==> config.mk <==
export PLATFORM = sky130hd
export DESIGN_NAME = irb_ctrl
export DESIGN_NICKNAME = d
export VERILOG_FILES = /design/src/rtl/irb_pkg.sv /design/src/rtl/irb_ctrl.sv
export SDC_FILE = /design/constraint.sdc
export NUM_CORES = 1
export LEC_CHECK = 0
export BUFFER_PORTS_ARGS = -buffer_cell sky130_fd_sc_hd__buf_4
export CAP_MARGIN = 30
export CORE_AREA = 3 3 40 42
export DETAILED_ROUTE_END_ITERATION = 16
export DIE_AREA = 0 0 43 45
export PLACE_DENSITY = 0.49
export SYNTH_ARGS = -nofsm -noshare
export SYNTH_HDL_FRONTEND = slang
export SYNTH_SLANG_ARGS = --single-unit
==> constraint.sdc <==
create_clock -name i_clk -period 1.5 [get_ports i_clk]
set_clock_uncertainty 0.05 [all_clocks]
set_input_delay 0.075 -clock i_clk [delete_from_list [all_inputs] [get_ports i_clk]]
set_output_delay 0.075 -clock i_clk [all_outputs]
set_load 0.01 [all_outputs]
==> src/rtl/irb_pkg.sv <==
// Shared types and constants for the instruction reuse buffer.
`timescale 1ns / 1ps

package irb_pkg;

    // Fixed field widths of a request and a result.
    localparam int DATA_W         = 64;
    localparam int COUNT_W        = 2;
    localparam int OPERAND_FIELDS = 3;

    // Defaults for the top-level parameters.
    localparam int DEF_ENTRIES      = 16;
    localparam int DEF_MAX_OPERANDS = 3;

    // Request function codes.
    localparam logic FUNC_LOOKUP = 1'b0;
    localparam logic FUNC_INSERT = 1'b1;

    // Controller states.
    typedef enum logic [2:0] {
        ST_IDLE,
        ST_DISPATCH,
        ST_READ,
        ST_CMP,
        ST_FINISH
    } t_state;

    // Commands from the controller to the datapath.
    typedef struct packed {
        logic capture;   // latch the request key and reset the scan
        logic insert;    // write the latched request into the table
        logic read;      // read the entry at the scan slot
        logic advance;   // step the scan to the next younger entry
        logic set_hit;   // record the entry just read as the answer
        logic load_out;  // move the answer into the output register
    } t_dp_cmd;

    // Status from the datapath to the controller.
    typedef struct packed {
        logic is_insert; // latched request is an insert
        logic empty;     // table holds no entries
        logic match;     // entry read last cycle matches the key
        logic last;      // scan is at the youngest entry
    } t_dp_sts;

endpackage

==> src/rtl/irb_ctrl.sv <==
// Controller: request handshake, scan sequencing and output register valid.
`timescale 1ns / 1ps

module irb_ctrl (
    input  logic             i_clk,
    input  logic             i_rst_n,
    input  logic             i_in_valid,
    output logic             o_in_ready,
    output logic             o_out_valid,
    input  logic             i_out_ready,
    input  irb_pkg::t_dp_sts i_sts,
    output irb_pkg::t_dp_cmd o_cmd
);

    irb_pkg::t_state r_state;
    irb_pkg::t_state n_state;
    logic            r_out_valid;
    logic            n_out_valid;

    // State and output valid registers.
    always_ff @(posedge i_clk) begin
        if (!i_rst_n) begin
            r_state     <= irb_pkg::ST_IDLE;
            r_out_valid <= 1'b0;
        end else begin
            r_state     <= n_state;
            r_out_valid <= n_out_valid;
        end
    end

    // Next state and commands.
    always_comb begin
        n_state     = r_state;
        o_cmd       = '0;
        o_in_ready  = 1'b0;
        n_out_valid = r_out_valid && !i_out_ready;

        unique case (r_state)
            irb_pkg::ST_IDLE: begin
                o_in_ready = 1'b1;
                if (i_in_valid) begin
                    o_cmd.capture = 1'b1;
                    n_state       = irb_pkg::ST_DISPATCH;
                end
            end
            irb_pkg::ST_DISPATCH: begin
                if (i_sts.is_insert) begin
                    o_cmd.insert = 1'b1;
                    n_state      = irb_pkg::ST_FINISH;
                end else if (i_sts.empty) begin
                    n_state = irb_pkg::ST_FINISH;
                end else begin
                    o_cmd.read = 1'b1;
                    n_state    = irb_pkg::ST_CMP;
                end
            end
            irb_pkg::ST_READ: begin
                o_cmd.read = 1'b1;
                n_state    = irb_pkg::ST_CMP;
            end
            irb_pkg::ST_CMP: begin
                // The first match in oldest-first order wins.
                if (i_sts.match) begin
                    o_cmd.set_hit = 1'b1;
                    n_state       = irb_pkg::ST_FINISH;
                end else if (i_sts.last) begin
                    n_state = irb_pkg::ST_FINISH;
                end else begin
                    o_cmd.advance = 1'b1;
                    n_state       = irb_pkg::ST_READ;
                end
            end
            irb_pkg::ST_FINISH: begin
                // Wait for the output register to be free.
                if (!r_out_valid || i_out_ready) begin
                    o_cmd.load_out = 1'b1;
                    n_out_valid    = 1'b1;
                    n_state        = irb_pkg::ST_IDLE;
                end
            end
            default: begin
                n_state = irb_pkg::ST_IDLE;
            end
        endcase
    end

    assign o_out_valid = r_out_valid;

endmodule

==> results of run 1 <==
logic make-up after synthesis:
logic type,after synthesis,synth area share (%)
flops,4,32.82
buf+inv,1,2.049
compound gates,8,20.51
simple gates,18,44.62
power by group through the flow:
stage / Sequential [mW] / Clock [mW] / Combinational, mW
global placement: 0.126 / 0 / 0.0750
detailed placement: 0.125 / 0 / 0.0744
finish: 0.125 / 0.132 / 0.0736
CTS: 0.124 / 0.141 / 0.0747
global route: 0.127 / 0.151 / 0.0824
floorplan: 0.122 / 0 / 0.0371
per-layer routing:
layer	part of all wire [%]	vias to the layer above	global-route usage, %
li1	-	146	-
met1	44	120	9.903
met2	40	14	9.581
met3	16	0	7.968
met4	0	0	3.614
met5	0	-	0
state kept, by name, summed over array words and instances, names as in the netlist:
| name | count |
|---|---|
| r_state | 3 |
| o_out_valid | 1 |
final cells by class:
type | count | area (um2)
clock buffer | 3 | 22.52
multi-input combinational | 26 | 158.9
fill | 156 | 890.9
tap | 15 | 18.77
timing repair buffer | 15 | 112.6
sequential | 4 | 81.33
through the flow:
step	cell area (um2)	utilization, %
2_1_floorplan	244.0	-
3_3_place_gp	370.4	28.82
3_5_place_dp	370.4	28.82
4_1_cts	392.9	30.57
5_1_grt	394.1	30.67
6_report	394.1	30.67
synth_stat cells:
library cell  number
a21boi_0           1
a21oi_1            3
and2_1             1
and3_1             1
and4b_1            1
buf_2              1
dfxtp_1            4
nand2_1            2
nand2b_1           3
nand2b_2           1
nand3b_1           1
nor2_1             4
nor3_1             1
nor3b_1            2
nor4b_1            1
o21ai_0            1
o21ai_1            1
o21bai_1           1
o311a_1            1
worst paths after layout:
check / startpoint / to / slack (ns) / cells after the start
setup / recovery: r_state[2]$_SDFFE_PN0P_ / o_cmd[2] / 0.13 / 3
hold / removal: i_rst_n / r_state[2]$_SDFFE_PN0P_ / 0.06 / 2
setup reg to reg: r_state[2]$_SDFFE_PN0P_ / r_state[2]$_SDFFE_PN0P_ / 0.35 / 3
hold reg to reg: o_out_valid$_SDFF_PN0_ / o_out_valid$_SDFF_PN0_ / 0.49 / 2
==> metrics.txt, run 1 <==
status=completed; RD Place Congestion=0.7007; post-synth net total=39; Final Hold Viols=0; CP max stage delay=0.36 ns; number of buffers created by CTS=3; share of post-route cells with drive strength above 1=41.67%; Yosys warnings=0; Final nets=58; Critical Path Sink Type=output port; Pre-antenna DRT Iters=2; initial drt markers=4; CTS resizes=0; MaxCap Viol Count=0; hold_buf cts=0; via count=280; first-pass GRT wire length=1.117 mm; cell taking the most area after synthesis=dfxtp_1; die area=1935 um2; initial antenna violation count=0; setup_tns=0 ns; Clock power frac=39.9%; Mapped Area=244.0 um2; io pins=16; RSZ-0062 raised after global routing=no; Seq cells post-synth=4; Slew @ Worst Pin=0.3334 ns; setup ws final=0.1289 ns; initial core utilization=18.99%; Max Freq=729.3 MHz; Mean Syn Cell Area=7.870 um2; crit path max fanout=8; Int Pwr=246.9 uW; Synth area leaders=dfxtp_1 33%, nand2b_1 7.7%, a21oi_1 6.2%; Seq pwr share=37.8%; Cells after Synth=31; Pins Over Slew Limit=0; Max-slew headroom=77.74%; Wirelength per Cell=10.33 um; Hold Slack=0.06240 ns; pin count of the biggest net entering global routing=12; Cell Chain, Critical Path=nand2b_2 -> nor4b_1 -> buf_4; final setup fails=0; crit path DAT=1.25 ns; sw power=83.38 uW; Die W=43 um; CTS Root Cell=clkbuf_4; WP buf/inv=1; Ant. Diodes=0; port bufs=15; Largest delay share family, worst path=simple AND/OR/NAND/NOR gates; vias in the first global route=264; commonest non-fill, non-tap cells in the layout=15 x buf_4, 4 x nor2_1; Leak=0.1771 nW; Layout area overhead=61.54%; Via-to-Cell Ratio=4.444; Hold Crit Class=in -> reg; die extent in y=45 um; H-Tree Depth=1; total grt overflow=0; most common cell after layout, fill and taps aside=buf_4; DRC viols=0; Total Wirelength=651 um; Slowest cell on crit path=dfxtp_1; TritonCTS clock tree=built; Clk Latency, worst-skew pair=0.24 ns; GRT Util Overall=8.250%; clock sinks=4; Distinct cells, synth=19; Placed Instances=60; combinational share of power=22.3%; Longest Clk Path Bufs=2; Tcrit/Tclk final=91.41%; Final ANT Viol Nets=0; crit path kind=reg -> out; row cnt=13; post-DP HPWL=475.6 um; pre-CTS setup slack=0.3622 ns; Reg clk slew, reported paths=0.03 ns; sequential area share after synthesis=32.82%; share of Yosys cell area claimed by the top area cell type=32.82%; minimum clock period=1.371 ns; sw frac=25.24%; Worst Setup Start Kind=register; total chip power=330.3 uW; Finished Layout Cells=63; Core ar.=1285 um2; setup bufs post-CTS=0; Power per Cell Area=838.1 nW/um2; Critical Path RT=1.37 ns; Max rail drop VDD=0.0007443 V
No activity file was read; power rests on OpenSTA's default activity.
==> inputs of run 2 (changes only) <==
--- a/config.mk
+++ b/config.mk
@@ -6,7 +6,6 @@
 export NUM_CORES = 1
 export LEC_CHECK = 0
 export BUFFER_PORTS_ARGS = -buffer_cell sky130_fd_sc_hd__buf_4
-export CAP_MARGIN = 30
 export CORE_AREA = 3 3 40 42
 export DETAILED_ROUTE_END_ITERATION = 16
 export DIE_AREA = 0 0 43 45
==> constraint.sdc (replaced) <==
create_clock -name i_clk -period 1.5 [get_ports i_clk]
set_clock_uncertainty 0.05 [all_clocks]
set_input_delay 0.075 -clock i_clk [delete_from_list [all_inputs] [get_ports i_clk]]
set_output_delay 0.075 -clock i_clk [all_outputs]
set_load 0.02 [all_outputs]
==> run 2 against run 1 <==
  * Sequential share of layout area decreased by 0.32 points
  * Routed wire length increased by 3.1%
  * Non-clock buffer count unchanged
  * Flip-flop and latch count unchanged
  * Count of clock-buffer cells in the layout unchanged
  * Setup slack improved by 0.034 ns
  * Cell area increased by 1.6%
  * Cell count unchanged
  * Critical endpoint unchanged
  * Largest power group unchanged
==> metrics.txt, run 2 (synthesized netlist as in run 1, its figures left out) <==
Max-slew headroom=78.13% (was 77.74%); Total Wirelength=671 um (was 651 um); Max Freq=747.6 MHz (was 729.3 MHz); initial core utilization=18.99% (unchanged); Max rail drop VDD=0.0003880 V (was 0.0007443 V); TritonCTS clock tree=built (unchanged); number of buffers created by CTS=3 (unchanged); CP max stage delay=0.36 ns (about the same); setup_tns=0 ns (unchanged); Reg with most FFs=r_state (unchanged); Layout area overhead=64.10% (was 61.54%); GRT Util Overall=8.486% (was 8.250%); Pre-antenna DRT Iters=2 (unchanged); RSZ-0062 raised after global routing=no (unchanged); MaxCap Viol Count=0 (unchanged); die extent in y=45 um (unchanged); via count=279 (was 280); total chip power=347.7 uW (was 330.3 uW); Power per Cell Area=868.3 nW/um2 (was 838.1 nW/um2); share of post-route cells with drive strength above 1=43.75% (was 41.67%); Pins Over Slew Limit=0 (unchanged); Final nets=58 (unchanged); clock sinks=4 (unchanged); Int Pwr=248.0 uW (was 246.9 uW); CTS Root Cell=clkbuf_4 (unchanged); Via-to-Cell Ratio=4.429 (was 4.444); status=completed (unchanged); port bufs=15 (unchanged); Tcrit/Tclk final=89.17% (was 91.41%); Clock power frac=39.6% (was 39.9%); final setup fails=0 (unchanged); sw power=99.66 uW (was 83.38 uW); minimum clock period=1.338 ns (was 1.371 ns); Ant. Diodes=0 (unchanged); Final ANT Viol Nets=0 (unchanged); crit path max fanout=8 (unchanged); Critical Path Sink Type=output port (unchanged); Seq pwr share=35.9% (was 37.8%); commonest non-fill, non-tap cells in the layout=15 x buf_4, 4 x nor2_1 (unchanged); Clk Latency, worst-skew pair=0.24 ns (about the same); Wirelength per Cell=10.65 um (was 10.33 um); sw frac=28.67% (was 25.24%); max reg flops=3 (unchanged); Final Hold Viols=0 (unchanged); most common cell after layout, fill and taps aside=buf_4 (unchanged); row cnt=13 (unchanged); total grt overflow=0 (unchanged); Reg clk slew, reported paths=0.04 ns (was 0.03 ns); Leak=0.1773 nW (was 0.1771 nW); io pins=16 (unchanged); Slowest cell on crit path=dfxtp_1 (unchanged); H-Tree Depth=1 (unchanged); RD Place Congestion=0.6973 (was 0.7007); Cell Chain, Critical Path=nand2b_2 -> nor4b_2 -> buf_4 (was nand2b_2 -> nor4b_1 -> buf_4); initial antenna violation count=0 (unchanged); DRC viols=0 (unchanged); vias in the first global route=252 (was 264); initial drt markers=6 (was 4); Core ar.=1285 um2 (unchanged); crit path kind=reg -> out (unchanged); Die W=43 um (unchanged); die area=1935 um2 (unchanged); Critical Path RT=1.37 ns (about the same); Worst Setup Start Kind=register (unchanged); post-DP HPWL=488.4 um (was 475.6 um); pin count of the biggest net entering global routing=12 (unchanged); Longest Clk Path Bufs=2 (unchanged); crit path DAT=1.21 ns (was 1.25 ns); first-pass GRT wire length=1.090 mm (was 1.117 mm); Slew @ Worst Pin=0.3276 ns (was 0.3334 ns); combinational share of power=24.5% (was 22.3%); Hold Crit Class=in -> reg (unchanged)
-- run 2: power groups by stage --
stage | Combinational (mW) | Clock [mW] | Sequential, mW
finish | 0.0850 | 0.138 | 0.125
global route | 0.0920 | 0.160 | 0.127
CTS | 0.0849 | 0.148 | 0.124
detailed placement | 0.0847 | 0 | 0.126
global placement | 0.0854 | 0 | 0.126
floorplan | 0.0462 | 0 | 0.123
-- run 2: critical path, delay by kind of cell (launching register included) --
kind	cells	cell delay, ns
buf+inv	1	0.18
flops	1	0.36
simple gates	2	0.44
-- run 2: routing by layer --
layer	wire, um	global-route usage, %	part of all wire, %	up-vias
li1	-	-	-	146
met1	297	9.615	44	116
met2	266	9.281	40	13
met3	86	7.570	13	4
met4	21	7.229	3.1	0
met5	0	0	0	-
-- run 2: worst paths after layout --
kind	from	endpoint	slack [ns]	depth (start not counted)
setup / recovery	r_state[2]$_SDFFE_PN0P_	o_cmd[2]	0.16	3
hold / removal	i_rst_n	r_state[2]$_SDFFE_PN0P_	0.05	2
setup reg to reg	r_state[2]$_SDFFE_PN0P_	r_state[2]$_SDFFE_PN0P_	0.34	3
hold reg to reg	o_out_valid$_SDFF_PN0_	o_out_valid$_SDFF_PN0_	0.48	2
-- run 2: layout make-up --
cell class	count	area, um2
sequential	4	81.33
fill	148	884.6
timing repair buffer	15	112.6
tap	15	18.77
multi-input combinational	26	165.2
clock buffer	3	22.52
-- run 2: repair_timing --
action / 4_1_cts / 5_1_grt
buffers inserted: 0 / 0
resized for setup: 0 / 2
hold buffers: 0 / 0
endpoints found under the setup margin: 0 / 1
-- run 2: per-stage QoR --
step                setup slack, ns  cell area [um2]  std cells  util, %  hold WS (ns)
floorplan                   0.06032            244.0         31        -        0.1710
global placement             0.3342            370.4         60    28.82        0.3016
detailed placement           0.3489            370.4         60    28.82        0.3043
CTS                         0.07793            392.9         63    30.57       0.04819
global route                0.03399            400.4         63    31.16       0.04138
finish                       0.1624            400.4         63    31.16       0.05273
==> inputs of run 3 (changes only) <==
--- a/config.mk
+++ b/config.mk
@@ -9,7 +9,7 @@
 export CORE_AREA = 3 3 40 42
 export DETAILED_ROUTE_END_ITERATION = 16
 export DIE_AREA = 0 0 43 45
-export PLACE_DENSITY = 0.49
+export PLACE_DENSITY = 0.39
 export SYNTH_ARGS = -nofsm -noshare
 export SYNTH_HDL_FRONTEND = slang
 export SYNTH_SLANG_ARGS = --single-unit
==> run 3 against run 2 <==
  * Global-route usage down 1.7 points
  * Worst hold slack better by 0.0086 ns
  * Critical endpoint unchanged
  * Via count fell by 2.5%
  * Clock power down 7%
  * Utilization did not move
  * Setup slack got worse by 0.033 ns
  * Flip-flop and latch count unchanged
  * Combinational power is 0.9% higher
  * Cell area unchanged
  * Non-clock buffer count unchanged
==> metrics.txt, run 3 (synthesized netlist as in run 1, its figures left out) <==
Max rail drop VDD=0.0002427 V (was 0.0003880 V); WP buf/inv=1 (unchanged); number of buffers created by CTS=3 (unchanged); row cnt=13 (unchanged); port bufs=15 (unchanged); Cell Chain, Critical Path=nand2b_2 -> nor4b_2 -> buf_4 (unchanged); cell depth of the worst flop-to-flop path=3 (unchanged); initial core utilization=18.99% (unchanged); RD Place Congestion=0.7321 (was 0.6973); M3 GR Usage=2.789% (was 7.570%); Layout area overhead=64.10% (unchanged); Hold Path Origin=i_rst_n (unchanged); Critical Path Sink Type=output port (unchanged); Hold Crit Depth=2 (unchanged); Die W=43 um (unchanged); share of post-route cells with drive strength above 1=43.75% (unchanged); CTS Root Cell=clkbuf_4 (unchanged); RSZ-0062 raised after global routing=no (unchanged); Final ANT Viol Nets=0 (unchanged); H-Tree Depth=1 (unchanged); DRC viols=0 (unchanged); most used routing layer=met2 (was met1); max reg flops=3 (unchanged); final setup fails=0 (unchanged); initial antenna violation count=0 (unchanged); crit path kind=reg -> out (unchanged); Total Wirelength=670 um (was 671 um); Slew @ Worst Pin=0.3199 ns (was 0.3276 ns); Ant. Diodes=0 (unchanged); Worst R2R End=r_state[2]$_SDFFE_PN0P_ (unchanged); io pins=16 (unchanged); crit path max fanout=8 (unchanged); status=completed (unchanged); Power per Cell Area=848.1 nW/um2 (was 868.3 nW/um2); most common cell after layout, fill and taps aside=buf_4 (unchanged); Reg with most FFs=r_state (unchanged); Final Hold Viols=0 (unchanged); Worst Setup Start Kind=register (unchanged); Hold Crit Class=in -> reg (unchanged); total grt overflow=0 (unchanged); Post-DP Area=370.4 um2 (unchanged); Pre-antenna DRT Iters=2 (unchanged); R2R Setup Slk=0.34 ns (about the same); hold path endpoint=r_state[2]$_SDFFE_PN0P_ (unchanged); minimum clock period=1.371 ns (was 1.338 ns); Clk Latency, worst-skew pair=0.23 ns (was 0.24 ns); vias in the first global route=245 (was 252); die area=1935 um2 (unchanged); Longest Clk Path Bufs=2 (unchanged); clock sinks=4 (unchanged); met1 Use GR=8.213% (was 9.615%); initial drt markers=2 (was 6); Reg clk slew, reported paths=0.04 ns (about the same); Critical Path RT=1.37 ns (about the same); via count=272 (was 279); Slowest cell on crit path=dfxtp_1 (unchanged); Leak=0.1773 nW (unchanged); post-DP HPWL=490.3 um (was 488.4 um); GRT Util Overall=6.833% (was 8.486%); Max-slew headroom=78.65% (was 78.13%); Via-to-Cell Ratio=4.317 (was 4.429); Post-Layout Inst Area=400.4 um2 (unchanged); crit path DAT=1.25 ns (was 1.21 ns); hold_buf cts=0 (unchanged); MaxCap Viol Count=0 (unchanged); commonest non-fill, non-tap cells in the layout=15 x buf_4, 4 x nor2_1 (unchanged); fillcell total=142 (was 148); Max Freq=729.5 MHz (was 747.6 MHz); first-pass GRT wire length=972 um (was 1.090 mm); Core ar.=1285 um2 (unchanged); TritonCTS clock tree=built (unchanged); Tcrit/Tclk final=91.39% (was 89.17%); setup_tns=0 ns (unchanged); die extent in y=45 um (unchanged); Pins Over Slew Limit=0 (unchanged); CP max stage delay=0.35 ns (was 0.36 ns); Wirelength per Cell=10.63 um (was 10.65 um); total chip power=339.6 uW (was 347.7 uW); pin count of the biggest net entering global routing=12 (unchanged); grt met2 use=8.683% (was 9.281%); Largest delay share family, worst path=simple AND/OR/NAND/NOR gates (unchanged); RR Startpoint=r_state[2]$_SDFFE_PN0P_ (unchanged); Final nets=58 (unchanged)
-- run 3: cell counts in the layout (fill, tap and decap cells not counted) --
Identical to the previous run, type by type.
-- run 3: area by class of cell --
cell class	instances	area, um2	share of cell area [%]
multi-input cells	26	165.2	41.25
well taps	15	18.77	4.688
repair buffers	15	112.6	28.13
clock buffers	3	22.52	5.625
flip-flops and latches	4	81.33	20.31
-- run 3: worst max path at each step --
stage / from / to / slack [ns] / cells past startpoint
finish: r_state[2]$_SDFFE_PN0P_ / o_cmd[2] / 0.13 / 3
global route: r_state[2]$_SDFFE_PN0P_ / o_cmd[2] / 0.06 / 3
CTS: r_state[0]$_SDFFE_PN0P_ / o_cmd[2] / 0.06 / 3
detailed placement: r_state[0]$_SDFFE_PN0P_ / o_cmd[2] / 0.32 / 3
global placement: r_state[0]$_SDFFE_PN0P_ / o_cmd[2] / 0.34 / 3
floorplan: r_state[1]$_SDFFE_PN0P_ / o_cmd[5] / 0.06 / 3
-- run 3: power breakdown --
part	switching, mW	leakage, nW	internal, mW
logic	0.0413	0.130	0.0445
clock network	0.0398	0.0138	0.0892
registers	0.0109	0.0330	0.114
-- run 3: metal layers --
layer | share of wire, % | vias up | wire length, um
met1 | 45 | 114 | 301
met5 | 0 | - | 0
li1 | - | 148 | -
met3 | 8.2 | 0 | 55
met2 | 47 | 10 | 313
met4 | 0 | 0 | 0
-- run 3: through the flow --
stage | utilization (%) | setup slack [ns] | cells | hold WS (ns)
final | 31.16 | 0.1291 | 63 | 0.06138
after global routing | 31.16 | 0.05630 | 63 | 0.05504
after CTS | 30.57 | 0.06080 | 63 | 0.05672
after detailed placement | 28.82 | 0.3239 | 60 | 0.3002
after global placement | 28.82 | 0.3438 | 60 | 0.3008
after floorplan | - | 0.06032 | 31 | 0.1710
-- run 3: what timing repair did --
action	CTS	global route
setup endpoints to repair	0	1
resized for setup	0	2
buffers inserted	0	0
hold endpoints to repair	0	0
